[src/design/modulated_delay_chorus_assert.svh]
// assertion macros shared by the chorus rtl
`ifndef MODULATED_DELAY_CHORUS_ASSERT_SVH
`define MODULATED_DELAY_CHORUS_ASSERT_SVH

// same-cycle implication, checked out of reset
`define MDC_ASSERT_NOW(lbl, ante, cons, msg) \
	lbl: assert property (@(posedge clk) disable iff (!arst_n) (ante) |-> (cons)) \
		else $error(msg);

// next-cycle implication, checked out of reset
`define MDC_ASSERT_NEXT(lbl, ante, cons, msg) \
	lbl: assert property (@(posedge clk) disable iff (!arst_n) (ante) |=> (cons)) \
		else $error(msg);

`endif

[src/design/mdc_pkg.sv]
// shared types, constants and table function for the chorus
package mdc_pkg;

	localparam int DELAY_WORDS_DEF          = 2048;
	localparam int SAMPLE_BITS_DEF          = 24;
	localparam int SINE_QUARTER_ENTRIES_DEF = 256;

	localparam int PHASE_STEP_W = 23;
	localparam int MOD_DEPTH_W  = 16;
	localparam int BASE_DELAY_W = 10;
	localparam int CFG_DATA_W   = 23;
	localparam int CFG_IDX_W    = 2;

	localparam logic [PHASE_STEP_W-1:0] PHASE_STEP_RST = 23'd89478;
	localparam logic [MOD_DEPTH_W-1:0]  MOD_DEPTH_RST  = 16'd16384;
	localparam logic [BASE_DELAY_W-1:0] BASE_DELAY_RST = 10'd480;

	localparam int SINE_W = 15;
	localparam int LFO_W  = 16;
	localparam int FACTOR_W = 32;
	localparam logic signed [33:0] FACTOR_ONE = 34'sh0_4000_0000;

	localparam longint unsigned HALF_PI_Q30 = 64'd1686629713;

	localparam int W_DRY     = 22938;
	localparam int W_WET     = 9830;
	localparam int MIX_ROUND = 16384;
	localparam int MIX_SHIFT = 15;

	typedef enum logic [CFG_IDX_W-1:0] {
		REG_PHASE_STEP = 2'd0,
		REG_MOD_DEPTH  = 2'd1,
		REG_BASE_DELAY = 2'd2
	} cfg_reg_t;

	typedef enum logic [3:0] {
		ST_IDLE,
		ST_INDEX,
		ST_LFO,
		ST_FACTOR,
		ST_DELAY,
		ST_REDUCE,
		ST_READ,
		ST_WRITE,
		ST_MIX,
		ST_DONE
	} state_t;

	typedef struct packed {
		logic busy;
		logic done;
	} mix_stat_t;

	// quarter-wave sine entry in q15 from an angle in q30, taylor series to x^13
	function automatic logic [SINE_W-1:0] sine_from_x(input longint unsigned x);
		longint unsigned x2;
		longint unsigned term;
		longint sum;
		longint unsigned scaled;
		x2   = (x * x) >> 30;
		term = x;
		sum  = longint'(x);
		term = ((term * x2) >> 30) / 64'd6;
		sum  = sum - longint'(term);
		term = ((term * x2) >> 30) / 64'd20;
		sum  = sum + longint'(term);
		term = ((term * x2) >> 30) / 64'd42;
		sum  = sum - longint'(term);
		term = ((term * x2) >> 30) / 64'd72;
		sum  = sum + longint'(term);
		term = ((term * x2) >> 30) / 64'd110;
		sum  = sum - longint'(term);
		term = ((term * x2) >> 30) / 64'd156;
		sum  = sum + longint'(term);
		if (sum < 0) begin
			sum = 0;
		end
		if (sum > 64'sd1073741824) begin
			sum = 64'sd1073741824;
		end
		scaled = (longint'(unsigned'(sum)) * 64'd32767 + 64'd536870912) >> 30;
		return scaled[SINE_W-1:0];
	endfunction

endpackage

[src/design/mdc_serial_mix.sv]
// bit-serial dry/wet mixer: msb-first shift-add of both samples against q15 weights
`include "modulated_delay_chorus_assert.svh"
module mdc_serial_mix #(
	parameter int SAMPLE_BITS = mdc_pkg::SAMPLE_BITS_DEF
) (
	input  logic                    clk,
	input  logic                    arst_n,
	input  logic                    start,
	input  logic [SAMPLE_BITS-1:0]  dry,
	input  logic [SAMPLE_BITS-1:0]  wet,
	output mdc_pkg::mix_stat_t      stat,
	output logic [SAMPLE_BITS-1:0]  result
);
	import mdc_pkg::*;

	localparam int ACC_W = SAMPLE_BITS + 16;
	localparam int CNT_W = $clog2(SAMPLE_BITS);

	logic [SAMPLE_BITS-1:0]  dry_sr_q;
	logic [SAMPLE_BITS-1:0]  wet_sr_q;
	logic signed [ACC_W-1:0] acc_q;
	logic [CNT_W-1:0]        cnt_q;
	logic                    busy_q;
	logic                    first_q;
	logic                    done_q;

	logic signed [ACC_W-1:0] partial;
	logic signed [ACC_W-1:0] acc_next;
	logic signed [ACC_W-1:0] rounded;

	always_comb begin
		partial = '0;
		if (dry_sr_q[SAMPLE_BITS-1]) begin
			partial = partial + ACC_W'(W_DRY);
		end
		if (wet_sr_q[SAMPLE_BITS-1]) begin
			partial = partial + ACC_W'(W_WET);
		end
		// the sign bit carries negative weight
		acc_next = (acc_q <<< 1) + (first_q ? -partial : partial);
	end

	assign rounded = acc_q + ACC_W'(MIX_ROUND);
	assign result  = rounded[MIX_SHIFT +: SAMPLE_BITS];

	always_ff @(posedge clk or negedge arst_n) begin
		if (!arst_n) begin
			busy_q <= 1'b0;
			done_q <= 1'b0;
			cnt_q  <= '0;
		end else begin
			done_q <= 1'b0;
			if (start) begin
				busy_q <= 1'b1;
				cnt_q  <= CNT_W'(SAMPLE_BITS - 1);
			end else if (busy_q) begin
				if (cnt_q == '0) begin
					busy_q <= 1'b0;
					done_q <= 1'b1;
				end else begin
					cnt_q <= cnt_q - 1'b1;
				end
			end
		end
	end

	always_ff @(posedge clk) begin
		if (start) begin
			dry_sr_q <= dry;
			wet_sr_q <= wet;
			acc_q    <= '0;
			first_q  <= 1'b1;
		end else if (busy_q) begin
			dry_sr_q <= dry_sr_q << 1;
			wet_sr_q <= wet_sr_q << 1;
			acc_q    <= acc_next;
			first_q  <= 1'b0;
		end
	end

	assign stat.busy = busy_q;
	assign stat.done = done_q;

	`MDC_ASSERT_NOW(a_no_restart, start, !busy_q, "mix restarted while busy")
	`MDC_ASSERT_NEXT(a_done_ends_run, busy_q && cnt_q == '0 && !start, done_q && !busy_q,
		"mix did not finish after last bit")
	`MDC_ASSERT_NOW(a_done_idle, done_q, !busy_q, "done raised while still shifting")

endmodule

[config.mk]
export PLATFORM = sky130hd
export DESIGN_NAME = mdc_serial_mix
export DESIGN_NICKNAME = d
export VERILOG_FILES = /design/src/design/mdc_pkg.sv /design/src/design/mdc_serial_mix.sv
export VERILOG_INCLUDE_DIRS = /design/src /design/src/design
export SDC_FILE = /design/constraint.sdc
export NUM_CORES = 1
export LEC_CHECK = 0
export ABC_AREA = 1
export ABC_CLOCK_PERIOD_IN_PS = 7950
export BUFFER_PORTS_ARGS = -buffer_cell sky130_fd_sc_hd__buf_2
export CAP_MARGIN = 0
export CORE_ASPECT_RATIO = 1.75
export CORE_UTILIZATION = 55
export DETAILED_ROUTE_END_ITERATION = 7
export HOLD_SLACK_MARGIN = 0.15
export PLACE_DENSITY = 0.74
export SYNTH_ARGS = -nofsm -noshare
export SYNTH_HDL_FRONTEND = slang
export SYNTH_SLANG_ARGS = --single-unit
[constraint.sdc]
create_clock -name clk -period 7.95 [get_ports clk]
set_input_delay 0.3975 -clock clk [delete_from_list [all_inputs] [get_ports clk]]
set_output_delay 0.3975 -clock clk [all_outputs]
set_load 0.05 [all_outputs]
# [Word-level counts from Yosys, hierarchy flattened]
# Index checks and enable logic that the tools add are counted.
[totals] register_bits=95 inputBits=51
[classes] reduce_logical=3 muxes=16 addsub=5 n_eq_ne=1
[ops] op="24-bit two-way mux" n=4
[ops] op="39-bit two-way mux" n=2
[ops] op="39-bit by 16-bit adder with 39-bit output (second input constant)" n=1
[ops] op="39-bit adder" n=1
[ops] op="39-bit negator" n=1
[ops] op="15-bit by 14-bit adder with 16-bit output (second input constant)" n=1
[ops] op="15-bit two-way mux" n=1
[ops] op="5-bit two-way mux" n=3
[ops] op="1-bit two-way mux" n=6
[ops] op="5-bit zero test" n=1
[ops] op="5-bit by 1-bit subtractor with 5-bit output (second input constant)" n=1
[ops] op="2-bit != test (second input constant)" n=1
[ops] op="2-bit AND reduction" n=1
[ops] op="2-bit nonzero test" n=1

# [Depth between registers and ports, before layout]
# Gate-level depths: netlist of run 1.
[depth] depth_word=6 ltp_mapped=20 ltp_nobuf=20

# [Least setup slack after synthesis of run 1]
# No wires, ideal clock.
[synth_timing] kind="reg-to-reg" startpoint="register dry_sr_q[23]" endpoint="register acc_q[32]" path_stages_with_launch=20 setup_slack_ns=5.218 synth_period_minus_slack_ns=2.732 required_time_ns=7.841 n_path_buf=0 arrival_time_ns=2.623 path_cell_list="edfxtp_1 inv_1 ha_1 inv_1 o21ai_0 ha_1 nand2_1 inv_1 nand2_1 nand2_1 a21oi_1 inv_1 nand2_1 nand2_1 nand2_1 nand3_1 nand2_1 nand3_1 nand2_1 inv_1"
[synth_via] elab_chain_cells=6
[synth_rtl] element="start, declared" line_no="mdc_serial_mix.sv:19" source="logic [SAMPLE_BITS-1:0] dry_sr_q;"
[synth_rtl] element="start signal, assigned" line_no="mdc_serial_mix.sv:69" source="dry_sr_q <= dry;"
[synth_rtl] element="start signal, assigned" line_no="mdc_serial_mix.sv:74" source="dry_sr_q <= dry_sr_q << 1;"
[synth_rtl] element="15-bit two-way mux (*)" line_no="mdc_serial_mix.sv:33" source="if (dry_sr_q[SAMPLE_BITS-1]) begin"
[synth_rtl] element="15-bit by 14-bit adder with 16-bit output" line_no="mdc_serial_mix.sv:37" source="partial = partial + ACC_W'(W_WET);"
[synth_rtl] element="39-bit two-way mux (*)" line_no="mdc_serial_mix.sv:36" source="if (wet_sr_q[SAMPLE_BITS-1]) begin"
[synth_rtl] element="39-bit negator" line_no="mdc_serial_mix.sv:40" source="acc_next = (acc_q <<< 1) + (first_q ? -partial : partial);"
[synth_rtl] element="39-bit two-way mux (*)" line_no="mdc_serial_mix.sv:40"
[synth_rtl] element="39-bit adder (*)" line_no="mdc_serial_mix.sv:40"
[synth_rtl] element="end signal, assigned" line_no="mdc_serial_mix.sv:76" source="acc_q <= acc_next;"
[synth_rtl] element="end, declared" line_no="mdc_serial_mix.sv:21" source="logic signed [ACC_W-1:0] acc_q;"
# Mark *: on every way between the ends. The rest lies on a longest branch, timed or not.
# A chain may end at the register's enable or synchronous reset.

# [Final worst setup path of run 1]
[layout_timing] startpoint="register dry_sr_q[23]" endpoint="register acc_q[31]"
# Same word-level chain as after synthesis.

==> results.yml, run 1 <==
run_status:
  status: "complete, no violations"
logic_synthesis:
  syn_area_mm2: 0.007030
  netlist_instances: 1071
  synthAdderAreaFrac_pct: 7.403
  synth_edf_count: 48
  synth_flop_cell: "edfxtp_1"
  synthMuxAreaShare_pct: 0
  synth_compound_area_share_pct: 7.457
  synth_top_family_by_area: "simple AND/OR/NAND/NOR gates"
  synth.top_cells.by_area: "nand2_1 (22%), edfxtp_1 (21%), dfxtp_1 (11%)"
  synth_nets: 1163
  ys.warnings.count: 0
  yosysSeqAreaShare_pct: 34.10
  synth_xor_area_share_pct: 4.983
  async_flop_share_pct: 7.447
  yosys.cell_types.count: 39
  synth.avg_cell_area_um2: 6.564
  yosys.area_share.simple_pct: 35.24
  synth_top_area_share_pct: 21.52
  synth_seq_cells: 94
  yosysTopAreaCell: "nand2_1"
power:
  seqPwrFrac_pct: 34.5
  switching_share_pct: 46.20
  powerDensity_mw_per_mm2: 253.2
  p_int_mw: 1.075
  clkPwrFrac_pct: 22.1
  p_total_mw: 1.998
  pwr-share-comb_pct: 43.4
  cellLeakagePower_nw: 4.398
  switching_power_mw: 0.9231
  ir_drop_mv: 0.1276
critical_path:
  reg2reg_from: "dry_sr_q[23]"
  r2r_slack_ns: 4.36
  r2r_end: "acc_q[31]"
  critPathArrivalTime_ns: 3.85
  path_class: "flop to flop"
  start_kind: "flop"
  cp_cell_sequence: "inv_1 -> ha_1 -> inv_1 -> o21ai_0 -> ha_1 -> nand2_1 -> nand3_1 -> nand2_1 -> nand2_1 -> nand2_1 -> nand2_1 -> nand3_1 -> nand3_1 -> nand2_1 -> nand3_1 -> nand2_1 -> inv_1"
  worstPathRequired_ns: 8.21
  cp_max_fo: 8
  cp_slowest_cell: "o21ai_0"
  crit_family: "simple AND/OR/NAND/NOR gates"
  critPathCaptureType: "flop"
  path_common_cell: "nand2_1"
  cp.depth: 17
  crit_buf_inv: 3
  reg2regPathDepth: 17
  max_stage_delay_ns: 0.94
  setup.worst_path.end: "acc_q[31]"
  critPathLaunch: "dry_sr_q[23]"
timing:
  slew_headroom_pct: 16.72
  skew_ns: 0.009160
  rsz0062_at_grt: "false"
  tns_ns: 0
  fin_crit_sh_pct: 45.15
  post-route-min-period_ns: 3.589
  hold_violations: 0
  tightest_slew_ns: 1.236
  final_max_slew_viol_count: 0
  max_freq_ghz: 0.2786
  setup_viol: 0
layout:
  final_common_cell: "nand2_1"
  fillers: 1246
  final_cell_mix: "nand2_1 (403), inv_1 (173), nor2_1 (89)"
  layout-drive-gt1-share_pct: 10.63
  final_nets: 1235
  syn_to_final_growth_pct: 12.23
  utilization_pct: 63.47
clock_tree:
  cts_buffers: 9
  clk_pin_slew_worst_paths_ns: 0.08
  clk_latency_ns: 0.36
  ctsResizeCount: 0
  cts.sinks: 94
  cts_tree: "done"
  htreeDepth: 3
  cts_root_buf: "clkbuf_16"
  clk_path_buf_depth: 2
global_route:
  grt_pass1_vias: 6608
  grt_max_degree: 57
  grt_pass1_wl_um: 33070
  grt-ovfl-total: 0
  grt_usage_pct: 34.31
  antenna_found_initial: 2
die:
  die_y_um: 151.6
  row_count: 54
  initial_core_util_pct: 56.55
  die_w_um: 87.47
  dieArea_mm2: 0.01326
  core_area_mm2: 0.01243
  io_pins: 77
place:
  gp_congestion: 1.011
  hpwl_um: 15960
  io_buffers: 76
drt:
  drt_wl_total_um: 20860
  viasPerCell: 5.209
  ant_nets: 0
  vias: 6866
  drt_iter0_drc: 321
  drc: 0
  post_drt_wl_per_cell_um: 15.83
  drtPass1Iterations: 5
worst_hold_path:
  min-delay-start: "wet[0]"
  min_path_type: "input pin to flop"
flow_run:
  maxCapViolCount: 0
## layer usage
layer	part of all wire [%]	wire length (um)	global-route usage, %
met2	51	10540	58.05
met3	6.1	1282	10.08
met4	10	2163	33.52
met5	0	0	0
met1	33	6874	31.98
## logic make-up after synthesis
family | Yosys count
adders and majority gates | 41
buffers and inverters | 200
and+or+nand+nor | 602
DFF | 94
xor gates and xnor gates | 40
AOI/OAI and AO/OA | 94
## final cells by class
type / instances / area (um^2) / area share, %
Sequential cell: 94 / 2397 / 30.38
Tap cell: 168 / 210.2 / 2.664
Multi-Input combinational cell: 777 / 3872 / 49.08
Clock inverter: 7 / 72.57 / 0.9198
Timing Repair Buffer: 84 / 442.9 / 5.614
Clock buffer: 9 / 225.2 / 2.854
Inverter: 177 / 664.4 / 8.421
Antenna cell: 2 / 5.005 / 0.06343
## flip-flops by register name (all words and copies together) (netlist names)
signal,flops
done_q,1
acc_q,38
dry_sr_q,24
wet_sr_q,24
first_q,1
busy_q,1
cnt_q,5
## worst register-to-register path, cell delays in order (launching register included)
cell	delay, ns
edfxtp_1	0.42
inv_1	0.10
ha_1	0.14
inv_1	0.04
o21ai_0	0.94
ha_1	0.47
nand2_1	0.12
nand3_1	0.16
nand2_1	0.09
nand2_1	0.12
nand2_1	0.09
nand2_1	0.12
nand3_1	0.13
nand3_1	0.08
nand2_1	0.06
nand3_1	0.23
nand2_1	0.14
inv_1	0.04
## worst min-delay path by stage
stage	depth (start not counted)	slack, ns	endpoint
after global routing	3	0.29	wet_sr_q[0]
final	3	0.30	wet_sr_q[0]
after global placement	1	0.24	cnt_q[3]
after detailed placement	1	0.24	done_q
after CTS	3	0.29	wet_sr_q[0]
after floorplan	0	0.10	busy_q
## stage by stage
stage	area (um^2)	instances	hold WS (ns)	worst slack, ns
global route	7885	1316	0.2905	3.956
global placement	7577	1299	0.2366	4.446
detailed placement	7577	1299	0.2433	4.417
finish	7890	1318	0.2955	4.361
floorplan	7030	1071	0.1019	5.218
CTS	7885	1316	0.2891	4.399
## Yosys cell counts, types with 5 or more instances
master and count:
a21oi_1 43, clkbuf_1 17, dfrtp_1 7, dfxtp_1 39
edfxtp_1 48, ha_1 40, inv_1 174, nand2_1 403
nand2_2 7, nand3_1 55, nand4_1 18, nor2_1 89
nor3_1 15, o21ai_0 33, o21bai_1 5, xnor2_1 6
xor2_1 34
## power groups by stage
stage          clock network (mW)  registers (mW)  logic, mW
3_3_place_gp                    0           0.691      0.844
6_report                    0.442           0.689      0.867
3_5_place_dp                    0           0.692      0.850
4_1_cts                     0.449           0.682      0.856
5_1_grt                     0.462           0.697      0.970
2_1_floorplan                   0           0.655      0.637
## repair_timing
item | CTS | global route
hold buffers | 1 | 0
hold endpoints to repair | 7 | 0
buffers inserted | 0 | 0
endpoints found under the setup margin | 0 | 0
No activity file was read; power rests on OpenSTA's default activity.
==> run 2: changes to the inputs <==
--- a/config.mk
+++ b/config.mk
@@ -6,15 +6,15 @@
 export SDC_FILE = /design/constraint.sdc
 export NUM_CORES = 1
 export LEC_CHECK = 0
-export ABC_AREA = 1
-export ABC_CLOCK_PERIOD_IN_PS = 7950
+export ABC_AREA = 0
+export ABC_CLOCK_PERIOD_IN_PS = 3200
 export BUFFER_PORTS_ARGS = -buffer_cell sky130_fd_sc_hd__buf_2
 export CAP_MARGIN = 0
 export CORE_ASPECT_RATIO = 1.75
-export CORE_UTILIZATION = 55
+export CORE_UTILIZATION = 54
 export DETAILED_ROUTE_END_ITERATION = 7
 export HOLD_SLACK_MARGIN = 0.15
-export PLACE_DENSITY = 0.74
+export PLACE_DENSITY = 0.76
 export SYNTH_ARGS = -nofsm -noshare
 export SYNTH_HDL_FRONTEND = slang
 export SYNTH_SLANG_ARGS = --single-unit
==> constraint.sdc (replaced) <==
create_clock -name clk -period 3.2 [get_ports clk]
set_input_delay 0.16 -clock clk [delete_from_list [all_inputs] [get_ports clk]]
set_output_delay 0.16 -clock clk [all_outputs]
set_load 0.05 [all_outputs]
==> run 2 against run 1 <==
  * The flow now finishes with violations (setup timing)
  * Utilization grew 12 points
  * Routed wire length grew 4.7%
  * Sequential share of layout area shrank 3.1 points
  * Critical path depth shrank 4
  * Die area shrank 6.3%
  * Non-clock buffer count grew 132
  * Combinational power grew to 4.4 times the previous value
  * Register-to-register slack lost 4.6 ns
  * First-iteration DRC count grew 35%
  * Total power grew to 3.4 times the previous value
  * Clock power grew to 2.5 times the previous value
  * Fmax grew 3.8%
  * Critical path type unchanged
  * Critical endpoint is now acc_q[35]
  * Highest routed layer unchanged
==> results.yml, run 2 <==
power:
  powerDensity_mw_per_mm2: 766.0
  ir_drop_mv: 0.5564
  cellLeakagePower_nw: 3.833
critical_path:
  cp.depth: 13
  max_stage_delay_ns: 0.44
  r2r_end: "acc_q[35]"
  worstPathRequired_ns: 3.44
  path_class: "flop to flop"
  setup.worst_path.end: "acc_q[35]"
  critPathCaptureType: "flop"
  reg2reg_from: "wet_sr_q[23]"
  critPathArrivalTime_ns: 3.69
  critPathLaunch: "wet_sr_q[23]"
  cp_slowest_cell: "edfxtp_1"
  crit_buf_inv: 2
  r2r_slack_ns: -0.26
  path_common_cell: "a21oi_2"
  start_kind: "flop"
  crit_family: "compound AO/OA/AOI/OAI gates"
  cp_max_fo: 8
  reg2regPathDepth: 13
  cp_cell_sequence: "inv_1 -> ha_2 -> mux2_4 -> ha_4 -> a21oi_2 -> nand4b_1 -> a21oi_2 -> a31oi_1 -> buf_4 -> o41ai_4 -> a31oi_2 -> a41oi_1 -> o311ai_1"
timing:
  post-route-min-period_ns: 3.458
  fin_crit_sh_pct: 108.1
  slew_headroom_pct: 23.91
  final_max_slew_viol_count: 0
  max_freq_ghz: 0.2892
  setup_viol: 23
  layout_setup_ws_ns: -0.2582
  skew_ns: 0.01556
  rsz0062_at_grt: "true"
  tightest_slew_ns: 1.137
  tns_ns: -3.267
  hold_violations: 0
global_route:
  grt_pass1_vias: 6261
  antenna_found_initial: 0
  grt_max_degree: 50
  grt_usage_pct: 33.71
  grt_pass1_wl_um: 31950
  grt-ovfl-total: 0
logic_synthesis:
  synth_flop_cell: "edfxtp_1"
  synth.avg_cell_area_um2: 9.861
  synth_nets: 747
  yosysTopAreaCell: "edfxtp_1"
  yosysSeqAreaShare_pct: 37.12
  synth_most_common_cell: "nor2_1"
  syn_area_mm2: 0.006459
  async_flop_share_pct: 7.447
  synth_seq_cells: 94
  yosys.cell_types.count: 79
  netlist_instances: 655
  synthTopCellsByCount: "nor2_1 (59), mux2_2 (49), edfxtp_1 (48)"
  synth.top_cells.by_area: "edfxtp_1 (22%), dfxtp_1 (12%), mux2_2 (8.5%)"
  synth_edf_count: 48
  synth_top_area_share_pct: 22.32
  ys.warnings.count: 0
clock_tree:
  cts.sinks: 94
  cts_root_buf: "clkbuf_16"
  htreeDepth: 3
  cts_buffers: 9
  clk_latency_ns: 0.36
  cts_tree: "done"
  clk_pin_slew_worst_paths_ns: 0.08
  clk_path_buf_depth: 2
layout:
  n_antenna_cell: 0
  utilization_pct: 75.92
  reg_top3: "acc_q (38), dry_sr_q (24), wet_sr_q (24)"
  largest-register: "acc_q"
  final_cell_mix: "buf_4 (90), buf_2 (76), nor2_1 (56)"
  final_nets: 944
  final_common_cell: "buf_4"
  fillers: 742
  largest_register_ffs: 38
  syn_to_final_growth_pct: 36.13
  layout-drive-gt1-share_pct: 36.17
worst_hold_path:
  min_path_type: "input pin to asynchronous set/reset pin"
place:
  gp_congestion: 0.9501
  io_buffers: 76
  hpwl_um: 12780
flow_run:
  maxCapViolCount: 0
die:
  initial_core_util_pct: 55.77
  io_pins: 77
  row_count: 52
  die_y_um: 146.7
  die_w_um: 84.67
  dieArea_mm2: 0.01242
  core_area_mm2: 0.01158
drt:
  post_drt_wl_per_cell_um: 22.01
  drtPass1Iterations: 8
  ant_nets: 0
  drt_iter0_drc: 432
  vias: 6196
  drc: 0
  drt_wl_total_um: 21840
  viasPerCell: 6.246
run_status:
  status: "complete, but fails checks"
  violations: "setup timing"
run 2: through the flow:
stage	worst slack (ns)	total power, mW	std cells	instance area [um^2]	hold slack (ns)
after CTS	-0.03352	6.339	981	8481	0.1676
final	-0.2582	6.735	992	8792	0.1719
after detailed placement	-0.3205	5.071	911	7435	-0.0006055
after global placement	-0.1904	4.990	911	7435	-0.006092
after floorplan	0.0005584	4.068	655	6470	-0.1356
after global routing	-0.2944	7.042	992	8792	0.1928
run 2: area by class of cell:
| type | count | area, um^2 | area share [%] |
|---|---|---|---|
| multi-input cells | 512 | 4292 | 48.81 |
| clock buffers | 9 | 225.2 | 2.562 |
| inverters | 19 | 83.83 | 0.9535 |
| flip-flops and latches | 94 | 2397 | 27.27 |
| clock inverters | 7 | 67.56 | 0.7685 |
| repair buffers | 216 | 1558 | 17.72 |
| well taps | 135 | 168.9 | 1.921 |
run 2: how the worst min path moves through the flow:
stage                      start           to  slack [ns]
after detailed placement  arst_n       done_q     -0.0006
after global placement    arst_n       done_q      -0.006
after global routing      arst_n       done_q        0.19
after floorplan           arst_n       busy_q       -0.14
after CTS                 wet[3]  wet_sr_q[3]        0.17
final                     arst_n     cnt_q[3]        0.17
run 2: cells by family (layout without fill, tap and decap cells):
kind of cell,count (synthesis),in the layout,synth area share [%]
AND/OR/NAND/NOR,204,204,16.08
buffers and inverters,49,251,3.584
adder cells (fa/ha/maj),47,47,9.028
flip-flops,94,94,37.12
AO/OA/AOI/OAI,141,141,15.29
XOR/XNOR,54,54,7.730
multiplexers,66,66,11.18
run 2: repair_timing:
| item | in CTS | in global routing |
|---|---|---|
| endpoints found under the hold margin | 57 | 0 |
| hold buffers | 49 | 0 |
| resized for setup | 37 | 41 |
| pin swaps | 16 | 23 |
| buffers inserted | 6 | 11 |
| setup endpoints to repair | 19 | 27 |
run 2: where the power goes:
part | internal, mW | switching, mW
sequential | 1.53 | 0.306
combinational | 1.60 | 2.19
clock | 0.548 | 0.560
total | 3.68 | 3.05
run 2: metal layers:
layer	track usage, %	wire length, um
met2	62.15	11720
met4	24.58	1851
met5	0	0
met1	33.49	7179
met3	5.201	1084
==> run 3: changes to the inputs <==
--- a/config.mk
+++ b/config.mk
@@ -6,7 +6,7 @@
 export SDC_FILE = /design/constraint.sdc
 export NUM_CORES = 1
 export LEC_CHECK = 0
-export ABC_AREA = 0
+export ABC_AREA = 1
 export ABC_CLOCK_PERIOD_IN_PS = 3200
 export BUFFER_PORTS_ARGS = -buffer_cell sky130_fd_sc_hd__buf_2
 export CAP_MARGIN = 0
@@ -14,7 +14,7 @@
 export CORE_UTILIZATION = 54
 export DETAILED_ROUTE_END_ITERATION = 7
 export HOLD_SLACK_MARGIN = 0.15
-export PLACE_DENSITY = 0.76
+export PLACE_DENSITY = 0.75
 export SYNTH_ARGS = -nofsm -noshare
 export SYNTH_HDL_FRONTEND = slang
 export SYNTH_SLANG_ARGS = --single-unit
==> run 3 against run 2 <==
  * The flow now finishes without violations
  * Final cell count grew 38%
  * Clock-buffer cell count is the same
  * Critical path depth grew 4
  * Cell area shrank 3.8%
  * Clock skew shrank 0.0068 ns
  * Clock power is essentially flat
  * Total power shrank 24%
  * Die area grew 8.7%
  * Worst setup slack gained 0.44 ns
  * Sequential cell count is the same
  * Critical path type unchanged
  * Critical endpoint is now acc_q[27]
  * Largest cell class unchanged
  * Largest power group unchanged
  * Highest routed layer unchanged
==> results.yml, run 3 (synthesized netlist as in run 1, its figures left out) <==
run_status:
  status: "complete, no violations"
layout:
  largest-register: "acc_q"
  utilization_pct: 67.29
  syn_to_final_growth_pct: 20.29
  final_common_cell: "nand2_1"
  final_cell_mix: "nand2_1 (402), inv_1 (173), nor2_1 (88)"
  final_cells: 1368
  layout-drive-gt1-share_pct: 11.42
  final_nets: 1287
  n_antenna_cell: 0
  reg_top3: "acc_q (38), dry_sr_q (24), wet_sr_q (24)"
  largest_register_ffs: 38
  fillers: 1127
  design_area_mm2: 0.008457
clock_tree:
  htreeDepth: 3
  cts_buffers: 9
  clk_pin_slew_worst_paths_ns: 0.08
  cts.sinks: 94
  cts_tree: "done"
  cts_root_buf: "clkbuf_16"
  clk_latency_ns: 0.35
  clk_path_buf_depth: 2
power:
  ir_drop_mv: 0.4722
  p_total_mw: 5.124
  cellLeakagePower_nw: 4.638
  powerDensity_mw_per_mm2: 605.9
timing:
  post-route-min-period_ns: 3.015
  hold_violations: 0
  setup_viol: 0
  tns_ns: 0
  layout_setup_ws_ns: 0.1850
  final_max_slew_viol_count: 0
  whs_ns: 0.1719
  fin_crit_sh_pct: 94.22
  skew_ns: 0.008767
  tightest_slew_ns: 0.7020
  slew_headroom_pct: 53.20
  max_freq_ghz: 0.3317
  rsz0062_at_grt: "false"
drt:
  ant_nets: 0
  drc: 0
  drtPass1Iterations: 6
  post_drt_wl_per_cell_um: 16.46
  viasPerCell: 5.356
  drt_iter0_drc: 386
  vias: 7327
  drt_wl_total_um: 22520
die:
  initial_core_util_pct: 55.94
  row_count: 54
  die_w_um: 88.26
  core_area_mm2: 0.01257
  dieArea_mm2: 0.01350
  io_pins: 77
  die_y_um: 152.9
place:
  placed_cell_area_mm2: 0.007620
  gp_congestion: 1.034
  hpwl_um: 15850
  pre_cts_slack_ns: 0.3295
  place_inst: 1303
  io_buffers: 76
global_route:
  grt-ovfl-total: 0
  antenna_found_initial: 0
  grt_pass1_wl_um: 36420
  grt_pass1_vias: 7244
  grt_max_degree: 70
  grt_usage_pct: 36.60
critical_path:
  critPathArrivalTime_ns: 3.26
  crit_family: "simple AND/OR/NAND/NOR gates"
  critPathCaptureType: "flop"
  path_common_cell: "nand2_1"
  max_stage_delay_ns: 0.43
  start_kind: "flop"
  crit_buf_inv: 4
  cp_slowest_cell: "edfxtp_1"
  path_class: "flop to flop"
  cp_max_fo: 5
  worstPathRequired_ns: 3.45
  r2r_slack_ns: 0.19
  cp_cell_sequence: "inv_1 -> ha_1 -> inv_2 -> nand2_4 -> nand2_1 -> ha_1 -> nand2_1 -> nor2_1 -> nand2_1 -> inv_1 -> nand3_1 -> nand3_1 -> nand2_1 -> nand2_1 -> nor2_1 -> o21ai_0 -> inv_1"
flow_run:
  maxCapViolCount: 0
worst_hold_path:
  min_path_type: "input pin to asynchronous set/reset pin"
[run 3: cell types whose count changed in the layout (fill, tap and decap cells not counted), sizes merged, moves of 11 or more]
cell / before / now
mux2i: 17 / 0
nand3: 19 / 55
inv: 21 / 181
nand2: 47 / 412
xnor2: 34 / 6
xor2: 20 / 34
nor2: 59 / 94
a211oi: 11 / 0
and3: 19 / 0
buf: 167 / 87
mux2: 49 / 0
[run 3: what timing repair did]
item                                   4_1_cts  5_1_grt
buffers inserted                             0        0
setup endpoints to repair                    0        9
endpoints found under the hold margin       55        0
hold buffers                                49        0
resized for setup                            0       10
[run 3: cell type report]
cell class / count / area (um^2) / share of cell area (%)
multi-input combinational: 777 / 3921 / 46.37
sequential: 94 / 2397 / 28.35
timing repair buffer: 136 / 965.9 / 11.42
inverter: 177 / 664.4 / 7.856
clock buffer: 9 / 225.2 / 2.663
tap: 168 / 210.2 / 2.486
clock inverter: 7 / 72.57 / 0.8581
[run 3: metal layers]
layer / GRT usage, % / vias up / wire [um]
li1: - / 3607 / -
met1: 35.64 / 3326 / 7425
met2: 60.18 / 266 / 11350
met3: 13.12 / 128 / 1524
met4: 29.80 / 0 / 2221
met5: 0 / - / 0
[run 3: where the power goes]
group / internal [mW] / switching (mW)
Sequential: 1.48 / 0.234
Clock: 0.553 / 0.541
Combinational: 0.711 / 1.61
Total: 2.74 / 2.38
[run 3: path summary, 6_finish.rpt]
| check | depth (start not counted) | end | start |
|---|---|---|---|
| max | 17 | acc_q[27] | dry_sr_q[23] |
| min | 2 | cnt_q[3] | arst_n |
| max reg2reg | 17 | acc_q[27] | dry_sr_q[23] |
| min reg2reg | 2 | acc_q[4] | acc_q[4] |
| max in group asynchronous | 2 | busy_q | arst_n |
| min in group clk | 4 | done_q | start |
